### src/srfc_pkg.sv
// shared types and constants for the sensor response frame checker
package srfc_pkg;

    // frame layout
    localparam int FRAME_LEN = 9;
    localparam int SUM_SPAN  = 6;
    localparam int CNT_W     = $clog2(FRAME_LEN + 1);

    localparam logic [7:0] HEAD_MARK = 8'hAA;
    localparam logic [7:0] TAIL_MARK = 8'hBB;

    // result packing on the output bus
    localparam int STATUS_W = 3;
    localparam int WORD_W   = 16;
    localparam int RES_W    = STATUS_W + 2 * WORD_W;
    localparam int M_DATA_W = ((RES_W + 7) / 8) * 8;

    typedef enum logic [STATUS_W-1:0] {
        ST_OK    = 3'd0,
        ST_SHORT = 3'd1,
        ST_FRAME = 3'd2,
        ST_SUM   = 3'd3,
        ST_CMD   = 3'd4
    } status_t;

    typedef struct packed {
        logic [WORD_W-1:0] pm25_value;
        logic [WORD_W-1:0] pm10_value;
        status_t           status;
    } result_t;

endpackage

### src/srfc_frame_check.sv
// frame accumulator: stores the first bytes of a chunk, keeps the sum, checks on chunk end
module srfc_frame_check
    import srfc_pkg::*;
(
    input  logic          aclk,
    input  logic          aresetn,
    input  logic          step_en,      // one byte is processed this cycle
    input  logic [7:0]    byte_in,
    input  logic          last_in,
    input  logic [7:0]    expected_cmd,
    output result_t       res           // valid when step_en and last_in
);

    logic [CNT_W-1:0]  count_reg;
    logic [CNT_W-1:0]  count_next;
    logic [WORD_W-1:0] sum_reg;
    logic [WORD_W-1:0] sum_next;
    logic [7:0]        bytes_reg [FRAME_LEN];

    logic              room;
    logic              sum_add;
    logic [CNT_W-1:0]  count_inc;
    logic [WORD_W-1:0] sum_inc;
    logic [7:0]        tail_byte;
    logic [WORD_W-1:0] chk_word;

    // count, sum and tail byte as they stand after this byte
    always_comb begin
        room      = (count_reg < CNT_W'(FRAME_LEN));
        sum_add   = (count_reg < CNT_W'(SUM_SPAN)) || (count_reg == CNT_W'(FRAME_LEN - 1));
        count_inc = room ? count_reg + CNT_W'(1) : count_reg;
        sum_inc   = (room && sum_add) ? sum_reg + WORD_W'(byte_in) : sum_reg;
        tail_byte = (count_reg == CNT_W'(FRAME_LEN - 1)) ? byte_in : bytes_reg[FRAME_LEN-1];
        chk_word  = {bytes_reg[6], bytes_reg[7]};
    end

    // frame checks in priority order
    always_comb begin
        res = '0;
        if (count_inc != CNT_W'(FRAME_LEN)) begin
            res.status = ST_SHORT;
        end else if (bytes_reg[0] != HEAD_MARK || tail_byte != TAIL_MARK) begin
            res.status = ST_FRAME;
        end else if (sum_inc != chk_word) begin
            res.status = ST_SUM;
        end else if (bytes_reg[1] != expected_cmd) begin
            res.status = ST_CMD;
        end else begin
            res.status     = ST_OK;
            res.pm10_value = {bytes_reg[2], bytes_reg[3]};
            res.pm25_value = {bytes_reg[4], bytes_reg[5]};
        end
    end

    // advance count and sum per byte, clear them at chunk end
    always_comb begin
        count_next = count_reg;
        sum_next   = sum_reg;
        if (step_en) begin
            count_next = last_in ? '0 : count_inc;
            sum_next   = last_in ? '0 : sum_inc;
        end
    end

    always_ff @(posedge aclk) begin
        if (!aresetn) begin
            count_reg <= '0;
            sum_reg   <= '0;
        end else begin
            count_reg <= count_next;
            sum_reg   <= sum_next;
        end
    end

    // frame byte store, no reset
    always_ff @(posedge aclk) begin
        if (step_en && room) begin
            bytes_reg[count_reg] <= byte_in;
        end
    end

    a_count_bounded: assert property (@(posedge aclk) disable iff (!aresetn)
        count_reg <= CNT_W'(FRAME_LEN))
        else $error("byte count past frame length");

    a_clear_on_end: assert property (@(posedge aclk) disable iff (!aresetn)
        step_en && last_in |=> count_reg == '0 && sum_reg == '0)
        else $error("accumulator not cleared after chunk end");

    a_hold_when_idle: assert property (@(posedge aclk) disable iff (!aresetn)
        !step_en |=> $stable(count_reg) && $stable(sum_reg))
        else $error("accumulator moved without a byte");

endmodule

### config.mk
export PLATFORM = sky130hd
export DESIGN_NAME = srfc_frame_check
export DESIGN_NICKNAME = d
export VERILOG_FILES = /design/src/srfc_pkg.sv /design/src/srfc_frame_check.sv
export SDC_FILE = /design/constraint.sdc
export NUM_CORES = 1
export LEC_CHECK = 0
export BUFFER_PORTS_ARGS = -buffer_cell sky130_fd_sc_hd__buf_4
export CORE_ASPECT_RATIO = 1.75
export CORE_MARGIN = 2
export CORE_UTILIZATION = 55
export DETAILED_ROUTE_END_ITERATION = 10
export PLACE_DENSITY = 0.75
export SYNTH_ARGS = -nofsm -noshare
export SYNTH_HDL_FRONTEND = slang
export SYNTH_SLANG_ARGS = --single-unit
export TNS_END_PERCENT = 30
### constraint.sdc
create_clock -name aclk -period 6.1 [get_ports aclk]
set_input_delay 1.22 -clock aclk [delete_from_list [all_inputs] [get_ports aclk]]
set_output_delay 1.22 -clock aclk [all_outputs]
set_load 0.01 [all_outputs]
==> reports/metrics.csv <==
stage,metric,value,unit
outcome,outcome,finished clean,
drt,drcViolationCount,0,
drt,wl_per_cell,20.19,microns
worst_hold_path,hold_class,flip-flop to flip-flop,
power,vdd_drop_max,149.4,uV
synthesis,synth_cell_types,62,
critical_path,slowest_stage,fa_1,
critical_path,path_common_cell,buf_4,
timing,fin_setup_tns,0,ns
timing,tightest_slew,1.214,ns
timing,period_share,0.9492,
timing,hold_violations,0,
critical_path,crit_type,input pin to output port,
timing,slew_viol_final,0,
die,initial_core_util,0.5607,
clock_network,cts_sinks,92,
synthesis,synth_seq_cells,92,
die,core,9350,sq um
synthesis,syn_area,5243,sq um
timing,finalSetupViolations,0,
grt,antenna_found_initial,0,
die,die_w,77.80,microns
placed_design,dpl.hpwl,9589,microns
drt,vias,4038,
worst_hold_path,hp-start,sum_reg[6]$_SDFFE_PN0P_,
clock_network,clkLatencyLatePin,0.35,ns
timing,rsz0062_at_grt,false,
die,rows,47,
synthesis,yosysWarnings,0,
critical_path,crit_arrival,4.57,ns
final_layout,syn_to_final_growth,14.49,%
critical_path,reg2reg_slack,3.53,ns
clock_network,h-tree-depth,3,
clock_network,postCtsSetupRepairBufs,0,
power,power_density,236.1,nW/um^2
power,p_leak,2.061,nW
clock_network,cts_tree,built,
final_layout,diodes,0,
critical_path,worstRegToRegCells,9,
clock_network,cts_root_buf,clkbuf_16,
synthesis,ys_top_cells_by_count,"edfxtp_1 (72), nand3_1 (48), nor3_2 (30)",
clock_network,hold_buffers,0,
critical_path,critPathLaunch,byte_in[0],
synthesis,synth.avg_cell_area,10.68,sq um
timing,fin_skew,0.008890,ns
clock_network,clkTransAtPathRegs,0.07,ns
drt,routed_wl,13270,microns
grt,track_usage,0.2706,
critical_path,path_max_fanout,22,
placed_design,gp_congestion,0.9526,
worst_hold_path,hold_depth,2,
grt,grt_max_degree,35,
critical_path,slowest_delay,0.39,ns
timing,fmax,172.7,MHz
critical_path,crit_required,4.88,ns
synthesis,postSynth.asyncResetShare,0,
drt,dr.first_iter.drc_count,319,
synthesis,synthesis.nets,524,
clock_network,cts_buffer_depth,2,
synthesis,synth_top_area_share,0.4124,
timing,holdWs,0.5081,ns
timing,max_slew_margin,0.1901,
worst_hold_path,holdPathEnd,sum_reg[6]$_SDFFE_PN0P_,
clock_network,post_cts_resized,0,
synthesis,synth_edf_count,72,
final_layout,utilization,0.6419,
critical_path,cp-end-kind,output port,
placed_design,port_buffers,54,
drt,first_pass_iters,5,
critical_path,cp_cell_sequence,"buf_4, ha_1, inv_1, fa_1, nand2b_1, a21oi_1, mux2i_1, o22ai_1, nor4_1, nor4b_4, o2111ai_4, buf_4, nor3_2, buf_4",
final_layout,drive_gt1_frac,0.2206,
timing,min_period,5.790,ns
clock_network,cts_buffers,9,
synthesis,synth_flop_cell,edfxtp_1,
critical_path,r2r_start,count_reg[1]$_SDFFE_PN0P_,
critical_path,r2r_end,sum_reg[9]$_SDFFE_PN0P_,
run,drv_cap,0,
synthesis,synth_top_area_cell,edfxtp_1,
synthesis,ys_seq_area_frac,0.4888,
grt,grt_pass1_wl,21180,microns
synthesis,synth.most_common_cell,edfxtp_1,
die,floorplan.die_area,10360,sq um
synthesis,synthCells,491,
critical_path,cp-start-kind,input pin,
synthesis,synth_area_leaders,"edfxtp_1 (41%), dfxtp_1 (7.6%), nor3_2 (5.7%), nand3_1 (4.6%), ha_1 (2.9%)",
grt,overflow,0,
die,die_y,133.2,microns
drt,viasPerCell,6.146,
drt,final_antenna_net_count,0,
final_layout,largest_register_ffs,72,
final_layout,nNetsFinal,563,
grt,grt_pass1_vias,4007,
die,pin_count,55,
-- layout make-up --
class / count / area, sq um
inverter: 14 / 52.55
clock buffer: 10 / 229.0
timing repair buffer: 59 / 442.9
sequential: 92 / 2562
multi-input combinational: 354 / 2467
tap: 122 / 152.6
fill: 768 / 3348
clock inverter: 6 / 95.09
-- critical path, delay by kind of cell --
kind	cells	cell delay, ns
buffers and inverters	4	0.75
adder cells (fa/ha/maj)	2	0.61
AND/OR/NAND/NOR	4	1.01
multiplexers	1	0.29
AO/OA/AOI/OAI	3	0.68
-- worst max-delay path by stage --
stage / to / slack, ns / cells past startpoint
after CTS: res[28] / 0.27 / 14
final: res[28] / 0.31 / 14
after global placement: res[34] / 0.47 / 14
after detailed placement: res[28] / 0.29 / 14
after floorplan: res[2] / 1.11 / 11
after global routing: res[31] / 0.006 / 14
-- per-stage QoR --
step,area (sq um),worst slack (ns),power (mW),cells
after floorplan,5243,1.110,0.7742,491
after global placement,5678,0.4681,0.8181,641
after detailed placement,5678,0.2870,0.8190,641
after CTS,6002,0.2707,1.424,657
after global routing,6002,0.005711,1.465,657
final,6002,0.3098,1.417,657
-- cells in the final DEF, fill, tap and decap left out, types with 4 or more instances in the layout --
cell and n:
nand2b_1 7, a21o_1 6, or3_1 5, a211oi_1 6
xor2_1 8, o22ai_1 5, xnor2_1 13, o21a_1 4
nand4_1 8, a32oi_1 4, clkbuf_16 9, and3_1 10
a21oi_1 18, ha_1 12, buf_4 59, o211ai_1 6
nor2_1 20, o2111ai_1 4, nor2b_1 20, edfxtp_1 72
nor3_2 30, dfxtp_1 20, nand2_1 19, a22oi_1 6
nand3_1 48, inv_1 14, nand4b_1 4, o21ai_0 21
and2_1 8, nor3_1 10
-- where the power goes --
group	total (mW)	leakage (nW)	switching, mW	internal [mW]
Combinational	0.117	1.09	0.0728	0.0438
Clock	0.611	0.151	0.247	0.364
Sequential	0.690	0.815	0.00565	0.684
Total	1.42	2.06	0.326	1.09
-- logic make-up (layout without fill, tap and decap cells) --
logic type	Yosys count	after routing	synth area share
AND/OR/NAND/NOR	210	210	0.2506
AO/OA/AOI/OAI	106	106	0.1437
flip-flops	92	92	0.4888
buffers and inverters	45	89	0.04153
XOR/XNOR	21	21	0.03508
adder cells (fa/ha/maj)	13	13	0.03246
multiplexers	4	4	0.007876
-- per-layer routing --
layer	GRT usage	share of wire
met1	0.3084	0.38
met2	0.4780	0.54
met3	0.03455	0.035
met4	0.1577	0.044
met5	0	0
(Power assumes the default switching activity.)
